## config.mk

```make
export PLATFORM = sky130hd
export DESIGN_NAME = circular_deque_list_flat
export DESIGN_NICKNAME = d
export VERILOG_FILES = /design/src/rtl/cdl_pkg.sv /design/src/rtl/cdl_ifs.sv /design/src/rtl/circular_deque_list.sv /design/src/rtl/cdl_datapath.sv /design/src/rtl/cdl_ctrl.sv /design/src/flat_wrapper.sv
export SDC_FILE = /design/constraint.sdc
export NUM_CORES = 1
export LEC_CHECK = 0
export BUFFER_PORTS_ARGS = -buffer_cell sky130_fd_sc_hd__buf_2
export CORE_AREA = 2 2 233 235
export DETAILED_ROUTE_END_ITERATION = 12
export DIE_AREA = 0 0 235 237
export HOLD_SLACK_MARGIN = 0.08
export PLACE_DENSITY = 0.67
export SETUP_SLACK_MARGIN = 0.05
export SYNTH_ARGS = -nofsm -noshare
export SYNTH_HDL_FRONTEND = slang
export SYNTH_HIERARCHICAL = 1
export SYNTH_SLANG_ARGS = --single-unit
export TNS_END_PERCENT = 20
```

## constraint.sdc

```tcl
create_clock -name i_clk -period 4.6 [get_ports i_clk]
set_input_delay 0.69 -clock i_clk [delete_from_list [all_inputs] [get_ports i_clk]]
set_output_delay 0.69 -clock i_clk [all_outputs]
set_load 0.005 [all_outputs]
```

## src/rtl/cdl_pkg.sv

```systemverilog
// Package for the circular deque list: request and status codes, controller
// states and the command/status structs between controller and datapath.
// No dependencies.
package cdl_pkg;

    localparam logic [2:0] REQ_INS_FRONT = 3'd0;
    localparam logic [2:0] REQ_INS_BACK  = 3'd1;
    localparam logic [2:0] REQ_INS_POS   = 3'd2;
    localparam logic [2:0] REQ_REM_FRONT = 3'd3;
    localparam logic [2:0] REQ_REM_BACK  = 3'd4;
    localparam logic [2:0] REQ_REM_POS   = 3'd5;

    localparam logic [1:0] ST_DONE  = 2'd0;
    localparam logic [1:0] ST_RANGE = 2'd1;
    localparam logic [1:0] ST_FULL  = 2'd2;

    typedef enum logic [2:0] {
        S_IDLE,
        S_CHECK,
        S_READ,
        S_MOVE,
        S_PUT,
        S_DONE
    } t_state;

    typedef struct packed {
        logic capture;    // latch the request on an input transfer
        logic setup;      // check request, load pointers and move counter
        logic read_first; // first store read of a run
        logic move;       // take read data, read the next entry
        logic put;        // write the new word
        logic commit;     // update head/count, load the result register
    } t_dp_cmd;

    typedef struct packed {
        logic chk_err;    // request refused
        logic chk_nomove; // no entry to read
        logic chk_ins;    // request is an insert (check cycle)
        logic req_ins;    // request is an insert (registered)
        logic left_zero;  // no reads left in the run
    } t_dp_stat;

endpackage

```

## src/rtl/cdl_ifs.sv

```systemverilog
// Valid/ready channel interfaces for the circular deque list: request and
// response. Depends on nothing.
interface cdl_req_if;
    logic               valid;
    logic               ready;
    logic        [2:0]  req_type;
    logic signed [31:0] data_in;
    logic        [4:0]  position;

    modport source (output valid, req_type, data_in, position, input ready);
    modport sink   (input valid, req_type, data_in, position, output ready);
endinterface

interface cdl_rsp_if;
    logic               valid;
    logic               ready;
    logic        [1:0]  status;
    logic signed [31:0] data_out;
    logic        [4:0]  count;

    modport source (output valid, status, data_out, count, input ready);
    modport sink   (input valid, status, data_out, count, output ready);
endinterface

```

## src/rtl/circular_deque_list.sv

```systemverilog
// Circular deque list, top level; uses cdl_pkg, cdl_ifs, cdl_ctrl and cdl_datapath.
// Each request is checked; a refused one goes straight to the result, a front/back insert
// writes its word, a removal makes N = count - position store reads, a positional insert
// makes those reads, then writes (N = 1 for front/back removes, none for an insert at the
// back). Requests are taken one at a time, after the last result commits; response stalls hold it.
// Synchronous active-low reset clears head, count and handshake state; store undefined.
module circular_deque_list
    import cdl_pkg::*;
#(
    parameter int CAPACITY = 16
) (
    input  logic  i_clk,
    input  logic  i_rst_n,
    cdl_req_if.sink   i_req,
    cdl_rsp_if.source o_rsp
);

    t_dp_cmd  cmd;
    t_dp_stat stat;

    cdl_ctrl u_ctrl (
        .i_clk       (i_clk),
        .i_rst_n     (i_rst_n),
        .i_in_valid  (i_req.valid),
        .o_in_ready  (i_req.ready),
        .o_out_valid (o_rsp.valid),
        .i_out_ready (o_rsp.ready),
        .o_cmd       (cmd),
        .i_stat      (stat)
    );

    cdl_datapath #(
        .CAPACITY (CAPACITY)
    ) u_datapath (
        .i_clk      (i_clk),
        .i_rst_n    (i_rst_n),
        .i_cmd      (cmd),
        .o_stat     (stat),
        .i_req_type (i_req.req_type),
        .i_data_in  (i_req.data_in),
        .i_position (i_req.position),
        .o_status   (o_rsp.status),
        .o_data_out (o_rsp.data_out),
        .o_count    (o_rsp.count)
    );

endmodule

```

## src/rtl/cdl_datapath.sv

```systemverilog
// Datapath of the circular deque list: entry store, head and count, shift
// pointers and the result register. Uses cdl_pkg; driven by cdl_ctrl.
module cdl_datapath
    import cdl_pkg::*;
#(
    parameter int CAPACITY = 16
) (
    input  logic               i_clk,
    input  logic               i_rst_n,
    input  t_dp_cmd            i_cmd,
    output t_dp_stat           o_stat,
    input  logic        [2:0]  i_req_type,
    input  logic signed [31:0] i_data_in,
    input  logic        [4:0]  i_position,
    output logic        [1:0]  o_status,
    output logic signed [31:0] o_data_out,
    output logic        [4:0]  o_count
);

    localparam int CW = $clog2(CAPACITY + 1);
    localparam int AW = $clog2(CAPACITY);
    localparam int PW = (CW > 5) ? CW : 5;
    localparam logic [CW:0]   CAP_X    = (CW + 1)'(CAPACITY);
    localparam logic [CW-1:0] CAP_C    = CW'(CAPACITY);
    localparam logic [AW-1:0] LAST_IDX = AW'(CAPACITY - 1);

    logic [31:0] mem [CAPACITY];

    logic [AW-1:0] r_head;
    logic [CW-1:0] r_count;
    logic [2:0]    r_req_type;
    logic [31:0]   r_data;
    logic [PW-1:0] r_pos;
    logic [1:0]    r_status;
    logic          r_ins;
    logic          r_take;
    logic          r_up;
    logic [CW-1:0] r_left;
    logic [AW-1:0] r_rp;
    logic [AW-1:0] r_wp;
    logic [31:0]   r_rdata;
    logic [31:0]   r_removed;
    logic [1:0]    r_o_status;
    logic [31:0]   r_o_data;
    logic [4:0]    r_o_count;

    logic [1:0]    chk_status;
    logic          chk_ins;
    logic [CW-1:0] init_left;
    logic [AW-1:0] init_rp;
    logic [AW-1:0] init_wp;
    logic [CW-1:0] cnt_m1;
    logic [CW-1:0] pos_c;
    logic [PW-1:0] cnt_x;
    logic [CW-1:0] n_count;
    logic [AW-1:0] n_head;

    logic          wr_en;
    logic [AW-1:0] wr_addr;
    logic [31:0]   wr_data;
    logic          rd_en;

    // slot of logical index k; head + k stays below twice the capacity
    function automatic logic [AW-1:0] f_slot(input logic [AW-1:0] base,
                                             input logic [CW-1:0] k);
        logic [CW:0] s;
        s = (CW + 1)'(base) + {1'b0, k};
        if (s >= CAP_X) begin
            s = s - CAP_X;
        end
        return s[AW-1:0];
    endfunction

    function automatic logic [AW-1:0] f_inc(input logic [AW-1:0] p);
        return (p == LAST_IDX) ? '0 : p + AW'(1);
    endfunction

    function automatic logic [AW-1:0] f_dec(input logic [AW-1:0] p);
        return (p == '0) ? LAST_IDX : p - AW'(1);
    endfunction

    assign cnt_m1 = r_count - CW'(1);
    assign pos_c  = r_pos[CW-1:0];
    assign cnt_x  = PW'(r_count);

    always_comb begin
        chk_status = ST_DONE;
        chk_ins    = 1'b0;
        init_left  = '0;
        init_rp    = f_slot(r_head, pos_c);
        init_wp    = f_slot(r_head, r_count);
        unique case (r_req_type)
            REQ_INS_FRONT: begin
                chk_ins = 1'b1;
                init_wp = f_dec(r_head);
                if (r_count == CAP_C) chk_status = ST_FULL;
            end
            REQ_INS_BACK: begin
                chk_ins = 1'b1;
                if (r_count == CAP_C) chk_status = ST_FULL;
            end
            REQ_INS_POS: begin
                chk_ins   = 1'b1;
                init_left = r_count - pos_c;
                init_rp   = f_slot(r_head, cnt_m1);
                if (r_pos > cnt_x) begin
                    chk_status = ST_RANGE;
                end else if (r_count == CAP_C) begin
                    chk_status = ST_FULL;
                end
            end
            REQ_REM_FRONT: begin
                init_left = CW'(1);
                init_rp   = r_head;
                if (r_count == '0) chk_status = ST_RANGE;
            end
            REQ_REM_BACK: begin
                init_left = CW'(1);
                init_rp   = f_slot(r_head, cnt_m1);
                if (r_count == '0) chk_status = ST_RANGE;
            end
            REQ_REM_POS: begin
                // first word read is the removed one, the rest move down
                init_left = r_count - pos_c;
                init_wp   = f_slot(r_head, pos_c);
                if (r_pos >= cnt_x) chk_status = ST_RANGE;
            end
            default: begin
                chk_status = ST_RANGE;
            end
        endcase
    end

    always_comb begin
        n_count = r_count;
        n_head  = r_head;
        if (r_status == ST_DONE) begin
            n_count = r_ins ? r_count + CW'(1) : cnt_m1;
            if (r_req_type == REQ_INS_FRONT) n_head = f_dec(r_head);
            if (r_req_type == REQ_REM_FRONT) n_head = f_inc(r_head);
        end
    end

    assign o_stat.chk_err    = (chk_status != ST_DONE);
    assign o_stat.chk_nomove = (init_left == '0);
    assign o_stat.chk_ins    = chk_ins;
    assign o_stat.req_ins    = r_ins;
    assign o_stat.left_zero  = (r_left == '0);

    // store port usage
    always_comb begin
        wr_en   = 1'b0;
        wr_addr = r_wp;
        wr_data = r_rdata;
        if (i_cmd.move && !r_take) begin
            wr_en = 1'b1;
        end else if (i_cmd.put) begin
            wr_en   = 1'b1;
            wr_data = r_data;
        end
        rd_en = i_cmd.read_first || (i_cmd.move && (r_left != '0));
    end

    always_ff @(posedge i_clk) begin
        if (wr_en) begin
            mem[wr_addr] <= wr_data;
        end
        if (rd_en) begin
            r_rdata <= mem[r_rp];
        end
    end

    // control state
    always_ff @(posedge i_clk) begin
        if (!i_rst_n) begin
            r_head  <= '0;
            r_count <= '0;
            r_take  <= 1'b0;
        end else begin
            if (i_cmd.setup) begin
                r_take <= !chk_ins;
            end else if (i_cmd.move) begin
                r_take <= 1'b0;
            end
            if (i_cmd.commit) begin
                r_head  <= n_head;
                r_count <= n_count;
            end
        end
    end

    // request, pointers and result
    always_ff @(posedge i_clk) begin
        if (i_cmd.capture) begin
            r_req_type <= i_req_type;
            r_data     <= i_data_in;
            r_pos      <= PW'(i_position);
        end
        if (i_cmd.setup) begin
            r_status <= chk_status;
            r_ins    <= chk_ins;
            r_up     <= !chk_ins;
            r_left   <= init_left;
            r_rp     <= init_rp;
            r_wp     <= init_wp;
        end
        if (rd_en) begin
            r_rp   <= r_up ? f_inc(r_rp) : f_dec(r_rp);
            r_left <= r_left - CW'(1);
        end
        if (i_cmd.move) begin
            if (r_take) begin
                r_removed <= r_rdata;
            end else begin
                r_wp <= r_up ? f_inc(r_wp) : f_dec(r_wp);
            end
        end
        if (i_cmd.commit) begin
            r_o_status <= r_status;
            r_o_data   <= (r_status == ST_DONE && !r_ins) ? r_removed : '0;
            r_o_count  <= 5'(n_count);
        end
    end

    assign o_status   = r_o_status;
    assign o_data_out = r_o_data;
    assign o_count    = r_o_count;

    a_count_bound: assert property (@(posedge i_clk) disable iff (!i_rst_n)
        r_count <= CAP_C)
        else $error("entry count above capacity");

    a_head_bound: assert property (@(posedge i_clk) disable iff (!i_rst_n)
        r_head <= LAST_IDX)
        else $error("head index out of range");

    a_port_clash: assert property (@(posedge i_clk) disable iff (!i_rst_n)
        (wr_en && rd_en) |-> (wr_addr != r_rp))
        else $error("store read and write at the same slot");

endmodule

```

## src/rtl/cdl_ctrl.sv

```systemverilog
// Controller of the circular deque list: sequences check, shift run, write
// and result transfer. Uses cdl_pkg; drives cdl_datapath.
module cdl_ctrl
    import cdl_pkg::*;
(
    input  logic     i_clk,
    input  logic     i_rst_n,
    input  logic     i_in_valid,
    output logic     o_in_ready,
    output logic     o_out_valid,
    input  logic     i_out_ready,
    output t_dp_cmd  o_cmd,
    input  t_dp_stat i_stat
);

    t_state r_state;
    t_state n_state;
    logic   r_out_valid;
    logic   out_free;

    assign out_free = !r_out_valid || i_out_ready;

    always_comb begin
        n_state = r_state;
        unique case (r_state)
            S_IDLE: begin
                if (i_in_valid) n_state = S_CHECK;
            end
            S_CHECK: begin
                if (i_stat.chk_err) begin
                    n_state = S_DONE;
                end else if (i_stat.chk_nomove) begin
                    n_state = i_stat.chk_ins ? S_PUT : S_DONE;
                end else begin
                    n_state = S_READ;
                end
            end
            S_READ: begin
                n_state = S_MOVE;
            end
            S_MOVE: begin
                if (i_stat.left_zero) n_state = i_stat.req_ins ? S_PUT : S_DONE;
            end
            S_PUT: begin
                n_state = S_DONE;
            end
            S_DONE: begin
                if (out_free) n_state = S_IDLE;
            end
            default: begin
                n_state = S_IDLE;
            end
        endcase
    end

    always_comb begin
        o_cmd      = '0;
        o_in_ready = 1'b0;
        unique case (r_state)
            S_IDLE: begin
                o_in_ready    = 1'b1;
                o_cmd.capture = i_in_valid;
            end
            S_CHECK: o_cmd.setup      = 1'b1;
            S_READ:  o_cmd.read_first = 1'b1;
            S_MOVE:  o_cmd.move       = 1'b1;
            S_PUT:   o_cmd.put        = 1'b1;
            S_DONE:  o_cmd.commit     = out_free;
            default: o_cmd            = '0;
        endcase
    end

    always_ff @(posedge i_clk) begin
        if (!i_rst_n) begin
            r_state     <= S_IDLE;
            r_out_valid <= 1'b0;
        end else begin
            r_state <= n_state;
            if (o_cmd.commit) begin
                r_out_valid <= 1'b1;
            end else if (i_out_ready) begin
                r_out_valid <= 1'b0;
            end
        end
    end

    assign o_out_valid = r_out_valid;

    a_accept_check: assert property (@(posedge i_clk) disable iff (!i_rst_n)
        (i_in_valid && o_in_ready) |=> (r_state == S_CHECK))
        else $error("accepted request not checked next");

    a_commit_valid: assert property (@(posedge i_clk) disable iff (!i_rst_n)
        o_cmd.commit |=> (o_out_valid && r_state == S_IDLE))
        else $error("commit did not present a result");

    a_put_order: assert property (@(posedge i_clk) disable iff (!i_rst_n)
        (r_state == S_PUT) |->
            ($past(r_state) == S_CHECK || $past(r_state) == S_MOVE))
        else $error("word written outside an insert");

endmodule
```

## src/flat_wrapper.sv

```systemverilog
// flat-port wrapper written by rule: the top's interface ports become plain ports
module circular_deque_list_flat import cdl_pkg::*;
#(
    parameter int CAPACITY = 16
)
  (i_clk, i_rst_n, i_req_valid, i_req_req_type, i_req_data_in, i_req_position, i_req_ready, o_rsp_valid, o_rsp_status, o_rsp_data_out, o_rsp_count, o_rsp_ready);
  cdl_req_if i_req_i ();
  cdl_rsp_if o_rsp_i ();
  input  logic i_clk;
  input  logic i_rst_n;
  input wire logic [$bits(i_req_i.valid)-1:0] i_req_valid;
  input wire logic [$bits(i_req_i.req_type)-1:0] i_req_req_type;
  input wire logic [$bits(i_req_i.data_in)-1:0] i_req_data_in;
  input wire logic [$bits(i_req_i.position)-1:0] i_req_position;
  output wire logic [$bits(i_req_i.ready)-1:0] i_req_ready;
  output wire logic [$bits(o_rsp_i.valid)-1:0] o_rsp_valid;
  output wire logic [$bits(o_rsp_i.status)-1:0] o_rsp_status;
  output wire logic [$bits(o_rsp_i.data_out)-1:0] o_rsp_data_out;
  output wire logic [$bits(o_rsp_i.count)-1:0] o_rsp_count;
  input wire logic [$bits(o_rsp_i.ready)-1:0] o_rsp_ready;
  assign i_req_i.valid = i_req_valid;
  assign i_req_i.req_type = i_req_req_type;
  assign i_req_i.data_in = i_req_data_in;
  assign i_req_i.position = i_req_position;
  assign i_req_ready = i_req_i.ready;
  assign o_rsp_valid = o_rsp_i.valid;
  assign o_rsp_status = o_rsp_i.status;
  assign o_rsp_data_out = o_rsp_i.data_out;
  assign o_rsp_count = o_rsp_i.count;
  assign o_rsp_i.ready = o_rsp_ready;
  circular_deque_list #(.CAPACITY(CAPACITY)) u_core (.i_clk(i_clk), .i_rst_n(i_rst_n), .i_req(i_req_i), .o_rsp(o_rsp_i));
endmodule
```

==> out/results.tsv <==
metric	value	unit
worst setup margin	1.46	ns
Crit path max-delay family	simple AND/OR/NAND/NOR gates	
CP max FO	32	
first-pass GRT wire length	87200	um
Final min period	3.14	ns
antenna fix cells	0	
Initial DRC Count	1226	
combinational group share of total power	25.6	%
unrepaired setup endpoints after global routing	no	
via/cell ratio	5.95	
Die ar.	55700	um^2
final setup vio count	0	
post-DR wirelength/cell	24.8	um
Pint	13100	uW
switching power	5480	uW
CP required	4.81	ns
Core ar.	53300	um^2
GRT Util Overall	20.9	%
CTS Buffer Depth	3	
sequential share of the synthesized area	74.6	%
clock transition at the registers of the reported paths	0.06	ns
Hold WS	0.261	ns
top cells by area, synth	edfxtp_1 (73%), mux4_2 (7.8%), mux2i_1 (3.6%)	
Synth Area in Simple Gates	3.48	%
Crit. Startpoint	u_core/u_ctrl/r_state[0]	
# rows	85	
# hold bufs at CTS	0	
fill count	3913	
run status	complete, no violations	
element type at the critical path start	flop	
pin count of the biggest net entering global routing	76	
Rel. slew slack	15.0	%
largest family of logic cells by synthesized area	multiplexers	
clk root buf	clkbuf_16	
input/output buffers	84	
Post-CTS Setup Inserts	0	
pwr/cell area	601	nW/um^2
Max H-tree Level	3	
Final Wtd Congestion	0.862	
Syn Inst Count	1467	
slowest CP cell	nor2_4	
TNS Setup	0	ns
ratio of cells with drive above 1 in the final layout	22.7	%
Worst-Margin Slew	1.27	ns
multiplexer share of the synthesized area	12.7	%
CTS tree	yes	
Nets	1644	
worst reg2reg path startpoint	u_core/u_ctrl/r_state[0]	
Most used DFF post-synth	edfxtp_1	
CTS Buf Count	70	
crit path DAT	3.35	ns
Synth area leader	edfxtp_1	
Worst Hold Class	primary input to flop	
# DRC	0	
area share of the largest cell type after synthesis	73.3	%
f_max	318	MHz
VDD IR max	0.347	mV
YS warnings	6	
CP Capture Type	flop	
Async SR Flop Fraction	0	%
via count	13800	
Synth Area in Compound Gates	5.03	%
Sequential Power Share	44.4	%
Adder-Cell Fraction of Synth Area	1.53	%
Die Y	237	um
Max stage delay on crit path	1.10	ns
max-cap violations	0	
chip width	235	um
CTS sink count	686	
GR Overflow Total	0	
Post-synth EDFFs	668	
io pins	85	
post-place setup slack	1.44	ns
post-synthesis xor/xnor area fraction	0.883	%
clk_lat worst skew	0.60	ns
clock skew	0.0152	ns
Yosys cell types	72	
final hold violations	0	
commonest non-fill, non-tap cell in the layout	edfxtp_1	
Syn Area/Cell	18.7	um^2
crit-path cells	and3b_4, nor2b_1, o21ai_0, nor2_4	
initial antenna violation count	0	
post-synthesis register bit count	686	
Final ANT Viol Nets	0	
TritonRoute pass-1 iters	6	
Sw Share	29.5	%
Worst Setup Path Type	flop to flop	
post-route clock period utilization	68.3	%
post-synthesis instance area	27400	um^2
post_cts resized	0	
syn nets	1542	
vias in the first global route	14100	
Layout area overhead	12.9	%
post-DP HPWL	32700	um
Leak Pwr	0.0103	uW
initial cell density of the core	51.4	%
clock power share	29.9	%
hold path start	i_req_data_in[17]	
most frequent cells in the layout	edfxtp_1 (668), mux2i_1 (98), mux4_2 (95)	
Final Max Slew Viols	0	
Total Wirelength	57400	um
Buf/Inv on CP	0	
## sequential cells by signal, summed over array words and instances (netlist names), 2 cells and up
register and count:
u_core/u_datapath/o_count 5, u_core/u_datapath/r_wp 4, u_core/u_datapath/r_rp 4, u_core/u_datapath/r_req_type 3
u_core/u_datapath/r_rdata 32, u_core/u_datapath/r_head 4, u_core/u_datapath/pos_c 5, u_core/u_datapath/cnt_x 5
u_core/u_datapath/o_data_out 32, u_core/u_datapath/r_status 2, u_core/u_datapath/r_data 32, u_core/u_datapath/mem 512
u_core/u_datapath/r_left 5, u_core/u_ctrl/r_state 3, u_core/u_datapath/r_removed 32, u_core/u_datapath/o_status 2
## synthesized netlist by cell type, types with 5 or more instances
library cell and number:
a21oi_1 33, a221oi_1 32, a31oi_1 5, and2_1 39, buf_1 9, buf_2 17, buf_4 10, clkbuf_1 41
dfxtp_1 18, edfxtp_1 668, ha_1 27, inv_1 29, mux2_2 32, mux2i_1 98, mux4_2 95, nand2_1 31
nand2b_1 10, nand3_1 9, nor2_1 37, nor2b_1 8, nor3_1 9, nor3b_1 5, o21ai_0 79, o21ai_1 10
xnor2_1 15, xor2_1 10
## worst paths after layout
kind / to / slack [ns] / depth (start not counted)
worst min-delay path: u_core/u_datapath/r_data[17] / 0.26 / 1
worst max register to register: u_core/u_datapath/mem[6][18] / 1.46 / 4
worst min register to register: u_core/u_datapath/r_removed[4] / 0.45 / 0
worst max-delay path: u_core/u_datapath/mem[6][18] / 1.46 / 4
## cell families (layout without fill, tap and decap cells)
group / after synthesis / in the layout
xor+xnor: 26 / 26
simple gates: 176 / 176
fa+ha+maj: 31 / 31
buf+inv: 108 / 263
compound gates: 215 / 215
mux: 225 / 225
flops: 686 / 686
## area by class of cell
class / instances / area (um^2) / area share [%]
flip-flops and latches: 686 / 20400 / 66.1
multi-input cells: 673 / 6610 / 21.4
clock buffers: 88 / 1850 / 5.99
well taps: 696 / 871 / 2.82
repair buffers: 108 / 638 / 2.07
clock inverters: 37 / 404 / 1.31
inverters: 30 / 113 / 0.364
## metal layers
metal  vias up  track usage, %  routed length, um
li1       6120               -                  -
met1      7214            29.1              24900
met2       385            34.5              28300
met3        81            3.58               3070
met4         0            5.56               1150
met5         -               0                  0
## through the flow
step	power, uW	cells	area (um^2)	utilization (%)
CTS	18800	2318	30900	58.0
floorplan	11700	1467	27400	-
finish	18600	2318	30900	58.0
global placement	13000	2193	28600	53.8
global route	19400	2318	30900	58.0
detailed placement	13200	2193	28600	53.8
## power groups by stage
stage,Sequential (uW),Combinational (uW),Clock (uW)
5_1_grt,8300,5180,5910
3_3_place_gp,8360,4670,0
3_5_place_dp,8380,4800,0
6_report,8250,4760,5560
2_1_floorplan,8160,3520,0
4_1_cts,8250,4820,5690
Power figures use the tool's default switching activity.
